$ cat src/hdl/ppgbit_pkg.sv
// Package for the PPG beat interval tracker.
// Field widths, register codes, fixed constants and the history control struct.
// No dependencies.
package ppgbit_pkg;

    localparam int CFG_LEVEL_W = 18;
    localparam int MS_W        = 7;
    localparam int BPM_W       = 9;
    localparam int CFG_DATA_W  = 18;
    localparam int CFG_IDX_W   = 2;
    localparam int INTERVAL_W  = 12;
    localparam int RATE_W      = 10;
    localparam int CONF_W      = 7;
    localparam int VCOUNT_W    = 4;

    localparam int DEF_HISTORY_DEPTH = 10;
    localparam int DEF_SAMPLE_BITS   = 18;

    // register indexes
    localparam logic [CFG_IDX_W-1:0] REG_MIN_VALID_LEVEL = 2'd0;
    localparam logic [CFG_IDX_W-1:0] REG_MS_PER_SAMPLE   = 2'd1;
    localparam logic [CFG_IDX_W-1:0] REG_MIN_BPM         = 2'd2;
    localparam logic [CFG_IDX_W-1:0] REG_MAX_BPM         = 2'd3;

    localparam logic [CFG_LEVEL_W-1:0] RST_MIN_VALID_LEVEL = 18'd50000;
    localparam logic [MS_W-1:0]        RST_MS_PER_SAMPLE   = 7'd5;
    localparam logic [BPM_W-1:0]       RST_MIN_BPM         = 9'd40;
    localparam logic [BPM_W-1:0]       RST_MAX_BPM         = 9'd200;

    localparam int BPM_NUMERATOR  = 60000;
    localparam int TIMEOUT_MS     = 2500;
    localparam int REFRACTORY_MS  = 250;
    localparam int INTERVAL_RESET = 600;
    localparam int THRESH_OFFSET  = 500;
    localparam int MAX_VALID      = 10;

    // x / 5 == (x * RECIP5) >> RECIP5_SHIFT for x below 2**14
    localparam int RECIP5       = 3277;
    localparam int RECIP5_SHIFT = 14;

    typedef struct packed {
        logic fill;
        logic shift;
    } hist_ctrl_t;

endpackage

$ cat src/hdl/ppg_beat_interval_tracker_core.sv
// PPG beat interval tracker, top level: sample evaluation, sequencer, output register.
// Depends on ppgbit_pkg, ppgbit_history, ppgbit_serial_div.
//
//  channel  direction  handshake           payload
//  s_       in         s_valid / s_ready   s_ir_sample
//  m_       out        m_valid / m_ready   finger, beat, interval, bpm, confidence, timeout
//  cfg_     in         cfg_we              cfg_index, cfg_wdata
//
// A sample without a rated beat passes ST_EVAL and ST_DONE, and its result is loaded into the
// output register on leaving ST_DONE. A beat that yields a rate runs two bit-serial divisions
// (sum / depth, then 60000 / average; the second is skipped if the average is zero).
// One sample is in work at a time; s_ready is high when idle.
// Reset is synchronous, active low; no clearing pass. A result waiting in the output
// register does not hold off the next accept, but that sample then waits in ST_DONE.
module ppg_beat_interval_tracker_core #(
    parameter int HISTORY_DEPTH = ppgbit_pkg::DEF_HISTORY_DEPTH,
    parameter int SAMPLE_BITS   = ppgbit_pkg::DEF_SAMPLE_BITS
) (
    input  logic                                 aclk,
    input  logic                                 aresetn,
    input  logic                                 cfg_we,
    input  logic [ppgbit_pkg::CFG_IDX_W-1:0]     cfg_index,
    input  logic [ppgbit_pkg::CFG_DATA_W-1:0]    cfg_wdata,
    input  logic                                 s_valid,
    output logic                                 s_ready,
    input  logic [SAMPLE_BITS-1:0]               s_ir_sample,
    output logic                                 m_valid,
    input  logic                                 m_ready,
    output logic                                 m_finger_present,
    output logic                                 m_beat_detected,
    output logic [ppgbit_pkg::INTERVAL_W-1:0]    m_beat_interval_ms,
    output logic signed [ppgbit_pkg::RATE_W-1:0] m_heart_rate_bpm,
    output logic [ppgbit_pkg::CONF_W-1:0]        m_confidence_pct,
    output logic                                 m_timed_out
);
    import ppgbit_pkg::*;

    localparam int LVL_W = (SAMPLE_BITS > CFG_LEVEL_W + 1) ? SAMPLE_BITS : CFG_LEVEL_W + 1;
    localparam int SUM_W = $clog2(HISTORY_DEPTH * ((2**INTERVAL_W) - 1) + 1);
    localparam int DIV_W = (SUM_W > 16) ? SUM_W : 16;

    localparam logic [2:0] ST_IDLE = 3'd0;
    localparam logic [2:0] ST_EVAL = 3'd1;
    localparam logic [2:0] ST_SUM  = 3'd2;
    localparam logic [2:0] ST_AVG  = 3'd3;
    localparam logic [2:0] ST_BPM  = 3'd4;
    localparam logic [2:0] ST_DONE = 3'd5;

    // configuration
    logic [CFG_LEVEL_W-1:0] mvl_reg;
    logic [MS_W-1:0]        ms_reg;
    logic [BPM_W-1:0]       min_bpm_reg;
    logic [BPM_W-1:0]       max_bpm_reg;

    // tracking state
    logic [2:0]              state_reg, state_next;
    logic [SAMPLE_BITS-1:0]  s_reg;
    logic [INTERVAL_W-1:0]   elapsed_reg, elapsed_next;
    logic [LVL_W-1:0]        peak_reg, peak_next;
    logic [LVL_W-1:0]        trough_reg, trough_next;
    logic [LVL_W-1:0]        thr_reg, thr_next;
    logic [INTERVAL_W-1:0]   last_reg, last_next;
    logic                    first_reg, first_next;
    logic                    second_reg, second_next;
    logic                    above_reg, above_next;
    logic                    seeded_reg, seeded_next;
    logic [RATE_W-1:0]       rate_reg, rate_next;
    logic [VCOUNT_W-1:0]     vcount_reg, vcount_next;
    logic                    present_reg, present_next;
    logic                    beat_reg, beat_next;
    logic                    tmo_reg, tmo_next;

    // output register
    logic                    m_valid_reg, m_valid_next;
    logic                    o_present_reg, o_beat_reg, o_tmo_reg;
    logic [INTERVAL_W-1:0]   o_interval_reg;
    logic [RATE_W-1:0]       o_rate_reg;
    logic [CONF_W-1:0]       o_conf_reg;
    logic                    o_load;

    // evaluation terms
    logic [LVL_W-1:0]          s_ext, mvl_ext, peak_n, trough_n, mid, spread;
    logic [INTERVAL_W-1:0]     n, gate;
    logic [2*INTERVAL_W-1:0]   prod5;
    logic [INTERVAL_W-3:0]     q5;
    logic                      present, lo, hi, beat, skip, tmo;

    hist_ctrl_t              hist_ctrl;
    logic [SUM_W-1:0]        hist_sum;
    logic                    div_start, div_done;
    logic [DIV_W-1:0]        div_dividend, div_divisor, div_quotient;
    logic                    bpm_ok;

    ppgbit_history #(
        .HISTORY_DEPTH(HISTORY_DEPTH)
    ) u_history (
        .aclk     (aclk),
        .aresetn  (aresetn),
        .hist_ctrl(hist_ctrl),
        .value    (last_next),
        .sum      (hist_sum)
    );

    ppgbit_serial_div #(
        .W(DIV_W)
    ) u_div (
        .aclk     (aclk),
        .aresetn  (aresetn),
        .start    (div_start),
        .dividend (div_dividend),
        .divisor  (div_divisor),
        .done     (div_done),
        .quotient (div_quotient)
    );

    always_ff @(posedge aclk) begin
        if (!aresetn) begin
            mvl_reg     <= RST_MIN_VALID_LEVEL;
            ms_reg      <= RST_MS_PER_SAMPLE;
            min_bpm_reg <= RST_MIN_BPM;
            max_bpm_reg <= RST_MAX_BPM;
        end else if (cfg_we) begin
            case (cfg_index)
                REG_MIN_VALID_LEVEL: mvl_reg     <= cfg_wdata[CFG_LEVEL_W-1:0];
                REG_MS_PER_SAMPLE:   ms_reg      <= cfg_wdata[MS_W-1:0];
                REG_MIN_BPM:         min_bpm_reg <= cfg_wdata[BPM_W-1:0];
                REG_MAX_BPM:         max_bpm_reg <= cfg_wdata[BPM_W-1:0];
                default: ;
            endcase
        end
    end

    assign s_ready = (state_reg == ST_IDLE);

    always_comb begin
        s_ext    = LVL_W'(s_reg);
        mvl_ext  = LVL_W'(mvl_reg);
        present  = (s_ext >= mvl_ext);
        n        = elapsed_reg + INTERVAL_W'(ms_reg);
        prod5    = (2*INTERVAL_W)'(last_reg) * (2*INTERVAL_W)'(RECIP5);
        q5       = prod5[RECIP5_SHIFT+INTERVAL_W-3:RECIP5_SHIFT];
        gate     = INTERVAL_W'({q5, 1'b0}) + INTERVAL_W'(q5);
        lo       = (s_ext < thr_reg);
        hi       = (s_ext > thr_reg);
        trough_n = (lo && (n > gate) && (s_ext < trough_reg)) ? s_ext : trough_reg;
        peak_n   = (hi && (s_ext > peak_reg)) ? s_ext : peak_reg;
        spread   = peak_n - trough_n;
        mid      = (spread >> 1) + trough_n;
        beat     = 1'b0;
        skip     = 1'b0;
        tmo      = 1'b0;
        bpm_ok   = (div_quotient >= DIV_W'(min_bpm_reg)) &&
                   (div_quotient <= DIV_W'(max_bpm_reg));

        state_next   = state_reg;
        elapsed_next = elapsed_reg;
        peak_next    = peak_reg;
        trough_next  = trough_reg;
        thr_next     = thr_reg;
        last_next    = last_reg;
        first_next   = first_reg;
        second_next  = second_reg;
        above_next   = above_reg;
        seeded_next  = seeded_reg;
        rate_next    = rate_reg;
        vcount_next  = vcount_reg;
        present_next = present_reg;
        beat_next    = beat_reg;
        tmo_next     = tmo_reg;
        hist_ctrl    = '0;
        div_start    = 1'b0;
        div_dividend = DIV_W'(hist_sum);
        div_divisor  = DIV_W'(HISTORY_DEPTH);
        o_load       = 1'b0;
        m_valid_next = m_valid_reg;
        if (m_valid_reg && m_ready) begin
            m_valid_next = 1'b0;
        end

        case (state_reg)
            ST_IDLE: begin
                if (s_valid) begin
                    state_next = ST_EVAL;
                end
            end
            ST_EVAL: begin
                state_next = ST_DONE;
                if (!present) begin
                    elapsed_next = n;
                    tmo          = (n > INTERVAL_W'(TIMEOUT_MS));
                end else if (!seeded_reg) begin
                    peak_next    = s_ext;
                    trough_next  = s_ext;
                    thr_next     = s_ext;
                    seeded_next  = 1'b1;
                    elapsed_next = '0;
                end else begin
                    trough_next  = trough_n;
                    peak_next    = peak_n;
                    elapsed_next = n;
                    beat = (n > INTERVAL_W'(REFRACTORY_MS)) && hi && !above_reg && (n > gate);
                    if (beat) begin
                        above_next   = 1'b1;
                        last_next    = n;
                        elapsed_next = '0;
                        if (first_reg) begin
                            first_next  = 1'b0;
                            second_next = 1'b1;
                            skip        = 1'b1;
                        end else begin
                            second_next     = 1'b0;
                            hist_ctrl.fill  = second_reg;
                            hist_ctrl.shift = !second_reg;
                        end
                    end
                    if (!skip) begin
                        if (lo && above_reg) begin
                            above_next  = 1'b0;
                            thr_next    = mid;
                            peak_next   = mid;
                            trough_next = mid;
                        end
                        tmo = (n > INTERVAL_W'(TIMEOUT_MS));
                        if (beat && !tmo) begin
                            state_next = ST_SUM;
                        end
                    end
                end
                if (tmo) begin
                    thr_next     = mvl_ext + LVL_W'(THRESH_OFFSET);
                    peak_next    = mvl_ext;
                    trough_next  = mvl_ext;
                    elapsed_next = '0;
                    first_next   = 1'b1;
                    second_next  = 1'b0;
                    above_next   = 1'b0;
                    rate_next    = '1;
                    vcount_next  = '0;
                end
                present_next = present;
                beat_next    = beat;
                tmo_next     = tmo;
            end
            ST_SUM: begin
                div_start  = 1'b1;
                state_next = ST_AVG;
            end
            ST_AVG: begin
                div_dividend = DIV_W'(BPM_NUMERATOR);
                div_divisor  = div_quotient;
                if (div_done) begin
                    if (div_quotient == '0) begin
                        state_next = ST_DONE;
                    end else begin
                        div_start  = 1'b1;
                        state_next = ST_BPM;
                    end
                end
            end
            ST_BPM: begin
                if (div_done) begin
                    if (bpm_ok) begin
                        rate_next = div_quotient[RATE_W-1:0];
                        if (vcount_reg < VCOUNT_W'(MAX_VALID)) begin
                            vcount_next = vcount_reg + 1'b1;
                        end
                    end
                    state_next = ST_DONE;
                end
            end
            ST_DONE: begin
                if (!m_valid_reg || m_ready) begin
                    o_load       = 1'b1;
                    m_valid_next = 1'b1;
                    state_next   = ST_IDLE;
                end
            end
            default: begin
                state_next = ST_IDLE;
            end
        endcase
    end

    always_ff @(posedge aclk) begin
        if (!aresetn) begin
            state_reg   <= ST_IDLE;
            elapsed_reg <= '0;
            peak_reg    <= LVL_W'(RST_MIN_VALID_LEVEL);
            trough_reg  <= LVL_W'(RST_MIN_VALID_LEVEL);
            thr_reg     <= LVL_W'(RST_MIN_VALID_LEVEL) + LVL_W'(THRESH_OFFSET);
            last_reg    <= INTERVAL_W'(INTERVAL_RESET);
            first_reg   <= 1'b1;
            second_reg  <= 1'b0;
            above_reg   <= 1'b0;
            seeded_reg  <= 1'b0;
            rate_reg    <= '1;
            vcount_reg  <= '0;
            present_reg <= 1'b0;
            beat_reg    <= 1'b0;
            tmo_reg     <= 1'b0;
            m_valid_reg <= 1'b0;
        end else begin
            state_reg   <= state_next;
            elapsed_reg <= elapsed_next;
            peak_reg    <= peak_next;
            trough_reg  <= trough_next;
            thr_reg     <= thr_next;
            last_reg    <= last_next;
            first_reg   <= first_next;
            second_reg  <= second_next;
            above_reg   <= above_next;
            seeded_reg  <= seeded_next;
            rate_reg    <= rate_next;
            vcount_reg  <= vcount_next;
            present_reg <= present_next;
            beat_reg    <= beat_next;
            tmo_reg     <= tmo_next;
            m_valid_reg <= m_valid_next;
        end
        if (s_valid && s_ready) begin
            s_reg <= s_ir_sample;
        end
        if (o_load) begin
            o_present_reg  <= present_reg;
            o_beat_reg     <= beat_reg;
            o_tmo_reg      <= tmo_reg;
            o_interval_reg <= last_reg;
            o_rate_reg     <= rate_reg;
            o_conf_reg     <= CONF_W'({vcount_reg, 3'b000}) + CONF_W'({vcount_reg, 1'b0});
        end
    end

    assign m_valid            = m_valid_reg;
    assign m_finger_present   = o_present_reg;
    assign m_beat_detected    = o_beat_reg;
    assign m_beat_interval_ms = o_interval_reg;
    assign m_heart_rate_bpm   = o_rate_reg;
    assign m_confidence_pct   = o_conf_reg;
    assign m_timed_out        = o_tmo_reg;

    a_beat_needs_finger: assert property (@(posedge aclk) disable iff (!aresetn)
        m_valid |-> (!m_beat_detected || m_finger_present))
        else $error("beat reported without finger");

    a_timeout_clears_rate: assert property (@(posedge aclk) disable iff (!aresetn)
        (m_valid && m_timed_out) |-> ((m_heart_rate_bpm == -10'sd1) && (m_confidence_pct == '0)))
        else $error("timeout result carries a rate");

    a_elapsed_bound: assert property (@(posedge aclk) disable iff (!aresetn)
        (state_reg == ST_IDLE) |-> (elapsed_reg <= INTERVAL_W'(TIMEOUT_MS)))
        else $error("elapsed time past timeout while idle");

    a_peak_over_trough: assert property (@(posedge aclk) disable iff (!aresetn)
        peak_reg >= trough_reg)
        else $error("peak below trough");

endmodule

$ cat src/hdl/ppgbit_serial_div.sv
// Bit-serial restoring divider, one quotient bit per cycle, MSB first.
// No dependencies; standalone logic.
module ppgbit_serial_div #(
    parameter int W = 16
) (
    input  logic         aclk,
    input  logic         aresetn,
    input  logic         start,
    input  logic [W-1:0] dividend,
    input  logic [W-1:0] divisor,
    output logic         done,
    output logic [W-1:0] quotient
);
    localparam int CNT_W = (W > 1) ? $clog2(W) : 1;

    logic             busy_reg, busy_next;
    logic             done_reg, done_next;
    logic [CNT_W-1:0] cnt_reg, cnt_next;
    logic [W-1:0]     rem_reg, rem_next;
    logic [W-1:0]     quo_reg, quo_next;
    logic [W-1:0]     dvs_reg, dvs_next;
    logic [W:0]       rem_sh;
    logic [W:0]       diff;

    always_comb begin
        rem_sh    = {rem_reg, quo_reg[W-1]};
        diff      = rem_sh - {1'b0, dvs_reg};
        busy_next = busy_reg;
        done_next = 1'b0;
        cnt_next  = cnt_reg;
        rem_next  = rem_reg;
        quo_next  = quo_reg;
        dvs_next  = dvs_reg;
        if (start) begin
            busy_next = 1'b1;
            cnt_next  = '0;
            rem_next  = '0;
            quo_next  = dividend;
            dvs_next  = divisor;
        end else if (busy_reg) begin
            if (!diff[W]) begin
                rem_next = diff[W-1:0];
                quo_next = {quo_reg[W-2:0], 1'b1};
            end else begin
                rem_next = rem_sh[W-1:0];
                quo_next = {quo_reg[W-2:0], 1'b0};
            end
            cnt_next = cnt_reg + 1'b1;
            if (cnt_reg == CNT_W'(W - 1)) begin
                busy_next = 1'b0;
                done_next = 1'b1;
            end
        end
    end

    always_ff @(posedge aclk) begin
        if (!aresetn) begin
            busy_reg <= 1'b0;
            done_reg <= 1'b0;
            cnt_reg  <= '0;
        end else begin
            busy_reg <= busy_next;
            done_reg <= done_next;
            cnt_reg  <= cnt_next;
        end
        rem_reg <= rem_next;
        quo_reg <= quo_next;
        dvs_reg <= dvs_next;
    end

    assign done     = done_reg;
    assign quotient = quo_reg;

    a_done_idle: assert property (@(posedge aclk) disable iff (!aresetn)
        done_reg |-> !busy_reg)
        else $error("divider done while busy");

    a_start_free: assert property (@(posedge aclk) disable iff (!aresetn)
        start |-> !busy_reg)
        else $error("divider started while busy");

endmodule

$ cat src/hdl/ppgbit_history.sv
// Interval history shift line, which can also be filled with one value, with a running sum of its entries.
// Depends on ppgbit_pkg (INTERVAL_W, INTERVAL_RESET, DEF_HISTORY_DEPTH, hist_ctrl_t).
module ppgbit_history #(
    parameter int HISTORY_DEPTH = ppgbit_pkg::DEF_HISTORY_DEPTH
) (
    input  logic                                 aclk,
    input  logic                                 aresetn,
    input  ppgbit_pkg::hist_ctrl_t               hist_ctrl,
    input  logic [ppgbit_pkg::INTERVAL_W-1:0]    value,
    output logic [$clog2(HISTORY_DEPTH*((2**ppgbit_pkg::INTERVAL_W)-1)+1)-1:0] sum
);
    import ppgbit_pkg::*;

    localparam int SUM_W = $clog2(HISTORY_DEPTH * ((2**INTERVAL_W) - 1) + 1);
    localparam logic [SUM_W-1:0] SUM_RESET = SUM_W'(HISTORY_DEPTH * INTERVAL_RESET);

    logic [INTERVAL_W-1:0] hist_reg  [HISTORY_DEPTH];
    logic [INTERVAL_W-1:0] hist_next [HISTORY_DEPTH];
    logic [SUM_W-1:0]      sum_reg, sum_next;

    always_comb begin
        hist_next = hist_reg;
        sum_next  = sum_reg;
        if (hist_ctrl.fill) begin
            for (int i = 0; i < HISTORY_DEPTH; i++) begin
                hist_next[i] = value;
            end
            sum_next = SUM_W'(value) * SUM_W'(HISTORY_DEPTH);
        end else if (hist_ctrl.shift) begin
            for (int i = 0; i < HISTORY_DEPTH - 1; i++) begin
                hist_next[i] = hist_reg[i+1];
            end
            hist_next[HISTORY_DEPTH-1] = value;
            sum_next = sum_reg - SUM_W'(hist_reg[0]) + SUM_W'(value);
        end
    end

    always_ff @(posedge aclk) begin
        if (!aresetn) begin
            for (int i = 0; i < HISTORY_DEPTH; i++) begin
                hist_reg[i] <= INTERVAL_W'(INTERVAL_RESET);
            end
            sum_reg <= SUM_RESET;
        end else begin
            hist_reg <= hist_next;
            sum_reg  <= sum_next;
        end
    end

    assign sum = sum_reg;

endmodule
$ cat config.mk
export PLATFORM = sky130hd
export DESIGN_NAME = ppg_beat_interval_tracker_core
export DESIGN_NICKNAME = d
export VERILOG_FILES = /design/src/hdl/ppgbit_pkg.sv /design/src/hdl/ppg_beat_interval_tracker_core.sv /design/src/hdl/ppgbit_serial_div.sv /design/src/hdl/ppgbit_history.sv
export SDC_FILE = /design/constraint.sdc
export NUM_CORES = 1
export LEC_CHECK = 0
export CAP_MARGIN = 15
export CORE_MARGIN = 1.5
export CORE_UTILIZATION = 30
export DETAILED_ROUTE_END_ITERATION = 8
export DONT_BUFFER_PORTS = 1
export GPL_TIMING_DRIVEN = 0
export PLACE_DENSITY = 0.47
export SLEW_MARGIN = 40
export SYNTH_ARGS = -nofsm -noshare
export SYNTH_HDL_FRONTEND = slang
export SYNTH_HIERARCHICAL = 1
export SYNTH_SLANG_ARGS = --single-unit
$ cat constraint.sdc
create_clock -name aclk -period 16.54 [get_ports aclk]
set_input_delay 0.827 -clock aclk [delete_from_list [all_inputs] [get_ports aclk]]
set_output_delay 0.827 -clock aclk [all_outputs]
set_load 0.02 [all_outputs]
### Yosys cells after proc, flatten, opt, wreduce, memory -nomap -nowiden

Index checks and enable logic that the tools add are counted.

* bits in registers: 389
* bits in latches: 0
* RAM bits: 0
* bits in read-only memories: 0
* bits of input ports: 43
* word-level logic and storage cells: 224
* memories kept: 0

* add/sub/neg operators: 11
* multipliers: 2
* divide/modulo/power cells: 0
* magnitude comparators: 11
* equal/unequal tests: 18
* shifts and indexed selects: 0
* multiplexer cells: 95
* bitwise operators: 2
* reduce and logical (&&, ||, !) cells: 40

Operators with widths (count)
* 2-to-1 mux 19 bit: 17
* 2-to-1 mux 120 bit: 2
* 2-to-1 mux 12 bit: 8
* 2-to-1 mux 16 bit: 6
* greater-than comparator 18 x 19 -> 1 bit: 2
* < comparator 18 x 19 -> 1 bit: 2
* 2-to-1 mux 1 bit: 38
* 2-to-1 mux 10 bit: 3
* multiplier 12 x 12 -> 24 bit (second input constant): 1
* 2-to-1 mux 3 bit: 8
* one-hot mux 10 bit (2 select lines): 1
* adder 18 x 19 -> 19 bit: 1
* adder 18 x 9 -> 19 bit (second input constant): 1
* subtractor 19 bit: 1
* greater-or-equal comparator 18 bit: 1
* one-hot mux 3 bit (6 select lines): 1
* subtractor 17 x 16 -> 17 bit: 1
* adder 16 x 12 -> 16 bit: 1
* greater-or-equal comparator 16 x 9 -> 1 bit: 1
* less-or-equal comparator 16 x 9 -> 1 bit: 1
* zero test 16 bit: 1
* 2-to-1 mux 4 bit: 4
* AND reduction 4 bit: 4
* subtractor 16 x 12 -> 16 bit: 1
* 34 further kinds: 72

### Logic depth before layout (Yosys ltp)

* word-level depth: 15
* depth in mapped cells: 57
* depth with buffers taken out: 55

### Modules after synthesis

The synthesis kept the hierarchy.

Modules (own cells, without submodules)
* ppg_beat_interval_tracker_core: times used 1, cells each 1934, area an instance 16537.1 sq um, seq. area each 4454.3 sq um
* ppgbit_history: times used 1, cells each 687, area an instance 6637.6 sq um, seq. area each 2722.6 sq um
* ppgbit_serial_div: times used 1, cells each 281, area an instance 2990.4 sq um, seq. area each 1401.3 sq um

### Least setup slack after synthesis

OpenSTA, ideal clock, no wires.

* kind: reg-to-reg
* start point: register last_reg[1]
* end point: register thr_reg[16]
* library setup time: 0.132 ns
* arrival time: 11.678 ns
* setup slack: 4.730 ns
* cell stages (with the launch flop): 54
* buffers on the path: 2
* path through: dfxtp_1 -> ha_1 -> xor2_1 -> ha_1 -> fa_1 -> fa_1 -> inv_1 -> fa_1 -> inv_1 -> ha_1 -> a211oi_1 -> o21ai_0 -> a31oi_1 -> nor2b_1 -> nor2_1 -> xnor2_1 -> ha_1 -> fa_1 -> [... 18 more ...] -> a21oi_1 -> o31a_1 -> o31ai_1 -> a21oi_1 -> o21ai_1 -> nor2_1 -> xnor2_1 -> ha_1 -> and2_1 -> or2_2 -> a21o_1 -> a21o_1 -> a21o_1 -> a21oi_1 -> o21ai_1 -> mux2_2 -> o211ai_1 -> a21oi_1

* cells in the longest elaborated chain, start to end: 14
* elaborated cells on any way between the ends: 26

Ends and longest elaborated chain
* from (decl): line ppg_beat_interval_tracker_core.sv:62 `logic [INTERVAL_W-1:0] last_reg, last_next;`
* from (signal assigned): line ppg_beat_interval_tracker_core.sv:291 `last_reg <= INTERVAL_W'(INTERVAL_RESET);`
* from (signal assigned): line ppg_beat_interval_tracker_core.sv:308 `last_reg <= last_next;`
* multiplier 12 x 12 -> 24 bit *: line ppg_beat_interval_tracker_core.sv:140 `prod5 = (2*INTERVAL_W)'(last_reg) * (2*INTERVAL_W)'(RECIP5);`
* adder 11 x 10 -> 12 bit *: line ppg_beat_interval_tracker_core.sv:142 `gate = INTERVAL_W'({q5, 1'b0}) + INTERVAL_W'(q5);`
* greater-than comparator 12 bit *: line ppg_beat_interval_tracker_core.sv:145, ppg_beat_interval_tracker_core.sv:201
* parallel branches: the longest is 11 deep, another holds subtractor 19 bit
* to (signal assigned): line ppg_beat_interval_tracker_core.sv:290 `thr_reg <= LVL_W'(RST_MIN_VALID_LEVEL) + LVL_W'(THRESH_OFFSET);`
* to (signal assigned): line ppg_beat_interval_tracker_core.sv:307 `thr_reg <= thr_next;`
* to (decl): line ppg_beat_interval_tracker_core.sv:61 `logic [LVL_W-1:0] thr_reg, thr_next;`

Mark *: on every way between the ends. The select of a mux whose other input is x is not followed.
A chain may end at the register's enable or synchronous reset.

### Worst setup path in the final report

* start point: register last_reg[2]
* end point: register thr_reg[16]

The elaborated chain is that of the path after synthesis.

==> summary.md <==
| Metric | Value |
|---|---|
| Slowest CP cell | `clkbuf_1` |
| PostCTS Resize Cnt | `0` |
| Final std cells w/o fill | `4,152` |
| Core Area | `approximately 87,000 µm²` |
| Cts bufs inserted | `between 40 and 50` |
| Max VDD drop | `roughly 0.074 mV` |
| #FFs+latches synth | `around 390` |
| GR Util All Layers | `17.8%` |
| Total of max-cap violations | `0` |
| DR iter-0 viols | `1,219` |
| Post-Syn Nets | `3,296` |
| Launching element type of the critical path | `flop` |
| Placer Congestion | `0.879` |
| Top achievable clock speed | `71.2 MHz` |
| CP Class | `flop to flop` |
| # fillers | `9,065` |
| Final ANT Viol Nets | `0` |
| Max Fanout on Critical Path | `10` |
| Number of I/O pins | `77` |
| Syn Inst Count | `between 2,000 and 3,000` |
| Design area | `between 20,000 and 30,000 µm²` |
| Root Buffer | `clkbuf_16` |
| Vias in the first global route | `20,483` |
| Placed Cells | `4,060` |
| Slew HR | `37.9%` |
| Kind of end point of the critical path | `flop` |
| Final hold vios | `0` |
| Die Span Y | `roughly 300 µm` |
| Post-detailed-route wirelength per cell | `approximately 19 µm` |
| First-pass GRT wire length | `123,000 µm` |
| Worst min path class | `input pin to flop` |
| Remaining DRCs | `0` |
| Die Area | `89,000 µm²` |
| Max reg flops | `120` |
| Layout area overhead | `12.5%` |
| Initial antenna violation count | `2` |
| Dominant synthesized flop cell | `dfxtp_1` |
| Sink Count | `approximately 390` |
| Post-CTS Setup Inserts | `0` |
| Worst hold path startpoint | `s_ir_sample[10]` |
| Tcrit/Tclk final | `84.9%` |
| Vias | `roughly 21,000` |
| Final setup viols | `0` |
| Cells on worst reg2reg path | `54` |
| Layout cells sized above 1 | `about 6.9%` |
| Cts hold-fix bufs | `0` |
| Critical path arrival | `14.49 ns` |
| Post-synth EDFFs | `81` |
| Multi-input gate area | `16,000 µm²` |
| Yosys warns | `6` |
| Post-Place Setup Slack | `2.47 ns` |
| Routed wire length | `79,700 µm` |
| Unrepaired setup endpoints after global routing | `no` |
| Hold-critical path depth | `0` |
| Placed Area | `27,700 µm²` |
| NumNets Final | `3,350` |
| TritonCTS clock tree | `yes` |
| Worst Setup Slack, final | `around 2.5 ns` |
| Final worst path period need | `about 14 ns` |
| Pre-Repair DR Iteration Count | `5` |
| Min-Delay Endpoint | `s_reg[10]$_DFFE_PP_` |
| FF-to-FF Start | `last_reg[2]$_SDFF_PN0_` |
| Final number of max-transition violations | `0` |
| Slew @ Worst Pin | `0.932 ns` |
| Flop2flop setup slack | `2.49 ns` |
| CTS Buffer Depth | `3` |
| FF/Latch Area | `around 8600 µm²` |
| Yosys cell types | `103` |
| Seq/Total Area, Yosys | `about a third` |
| Status | `finished clean` |
| Htree depth | `2` |
| DR vias/cell | `roughly 5.0` |
| Fin Setup TNS | `0 ns` |
| FP Rows | `around 110` |
| PortBufs | `0` |
| FF-to-FF End | `thr_reg[16]$_SDFFE_PN0P_` |
| Initial Util | `30.2%` |
| Max incr delay on CP | `0.60 ns` |
| Avg Synthesized Cell Area | `9.02 µm²` |
| Leakage | `around 12 nW` |
| DP HPWL | `roughly 61,000 µm` |
| Worst-Skew Late Latency | `0.62 ns` |
| Grt ovf | `0` |
| Clock slew at reported path FFs | `0.06 ns` |
| Antenna Cells | `0` |
| Largest net degree at the start of global routing | `19` |
| Setup Skew | `0.0413 ns` |
| DIE WIDTH | `roughly 300 µm` |
| Async set-reset flop share out of synthesis | `0%` |
| Synth Cell Area | `26,200 µm²` |
| Crit path required time | `16.98 ns` |
| PD cells | `104 nW/µm²` |
==> cell usage after synthesis (all sizes together), types with 8 or more instances <==
library cell / instances / area (µm²)
dfxtp: 307 / 6150
ha: 295 / 3690
fa: 56 / 1120
nor4: 9 / 56.3
a211oi: 46 / 363
o21bai: 17 / 131
nand2: 248 / 931
a22oi: 16 / 120
mux2: 43 / 484
o31ai: 9 / 81.3
nor2b: 20 / 133
nand2b: 46 / 288
edfxtp: 81 / 2430
clkbuf: 89 / 334
nand3: 45 / 230
or2: 11 / 68.8
xor2: 39 / 342
mux2i: 119 / 1210
a21o: 57 / 428
xnor2: 78 / 683
o211ai: 42 / 325
nor3b: 8 / 60.1
buf: 26 / 141
o21a: 18 / 135
nor2: 156 / 586
a221o: 40 / 400
a21oi: 276 / 1390
and2: 29 / 181
nor3: 43 / 220
a31oi: 18 / 113
nand4: 27 / 169
inv: 302 / 1130
o21ai: 126 / 634
and3: 26 / 163
==> worst max path at each step <==
stage | startpoint | to | depth (start not counted)
2_1_floorplan | last_reg[1]$_SDFF_PN0_ | thr_reg[16]$_SDFFE_PN0P_ | 53
3_3_place_gp | last_reg[2]$_SDFF_PN0_ | thr_reg[16]$_SDFFE_PN0P_ | 53
3_5_place_dp | last_reg[2]$_SDFF_PN0_ | thr_reg[16]$_SDFFE_PN0P_ | 54
4_1_cts | last_reg[2]$_SDFF_PN0_ | thr_reg[16]$_SDFFE_PN0P_ | 54
5_1_grt | last_reg[1]$_SDFF_PN0_ | thr_reg[16]$_SDFFE_PN0P_ | 54
6_report | last_reg[2]$_SDFF_PN0_ | thr_reg[16]$_SDFFE_PN0P_ | 54
==> logic make-up (layout without fill, tap and decap cells) <==
family,count (synthesis),in the layout,synth area share [%]
compound gates,761,761,19.2
xor+xnor,117,117,3.92
fa+ha+maj,354,354,18.5
buf+inv,417,512,6.15
flops,388,388,32.8
mux,162,162,6.47
other cells,1,1,0.0143
simple gates,702,702,12.9
==> stage by stage <==
stage,total power (W),hold WS (ns),util (%)
CTS,0.00311,0.269,34.0
global route,0.00324,0.284,34.0
floorplan,0.00171,0.408,-
global placement,0.00197,0.423,31.9
finish,0.00307,0.303,34.0
detailed placement,0.00197,0.426,32.0
==> layout by cell type, fill, tap and decap left out, types with 46 or more instances in the layout <==
| cell | count |
|---|---|
| a21oi_1 | 272 |
| mux2i_1 | 117 |
| dfxtp_1 | 307 |
| clkbuf_1 | 91 |
| nand2_1 | 248 |
| a21o_1 | 57 |
| clkbuf_16 | 50 |
| nand2b_1 | 46 |
| ha_1 | 295 |
| inv_1 | 299 |
| edfxtp_1 | 81 |
| xnor2_1 | 78 |
| o21ai_0 | 102 |
| nor2_1 | 155 |
| fa_1 | 56 |
==> final cells by class <==
type / instances / share of cell area, %
clock inverters: 26 / 0.943
flip-flops and latches: 388 / 29.1
plain buffers: 115 / 1.63
repair buffers: 3 / 0.238
well taps: 1155 / 4.91
multi-input cells: 2097 / 54.5
clock buffers: 66 / 4.81
inverters: 302 / 3.85
==> routing by layer <==
layer / up-vias / routed length, µm / GRT usage, %
met3: 113 / 4290 / 3.33
li1: 10480 / - / -
met2: 420 / 34800 / 27.7
met1: 9905 / 38300 / 24.7
met4: 0 / 2290 / 5.63
met5: - / 0 / 0
==> power breakdown <==
group          switching [W]  internal, W  total [W]
Sequential         0.0000387      0.00100    0.00104
Combinational       0.000553     0.000356   0.000909
Clock               0.000453     0.000666    0.00112
Total                0.00104      0.00203    0.00307
==> critical path, delay by kind of cell (launching register included) <==
| kind | cells | cell delay (ns) |
|---|---|---|
| xor+xnor | 4 | 0.66 |
| buf+inv | 5 | 1.16 |
| mux | 1 | 0.32 |
| simple gates | 7 | 1.05 |
| fa+ha+maj | 11 | 4.21 |
| compound gates | 26 | 5.99 |
| flops | 1 | 0.53 |
No activity file was read; power rests on OpenSTA's default activity.
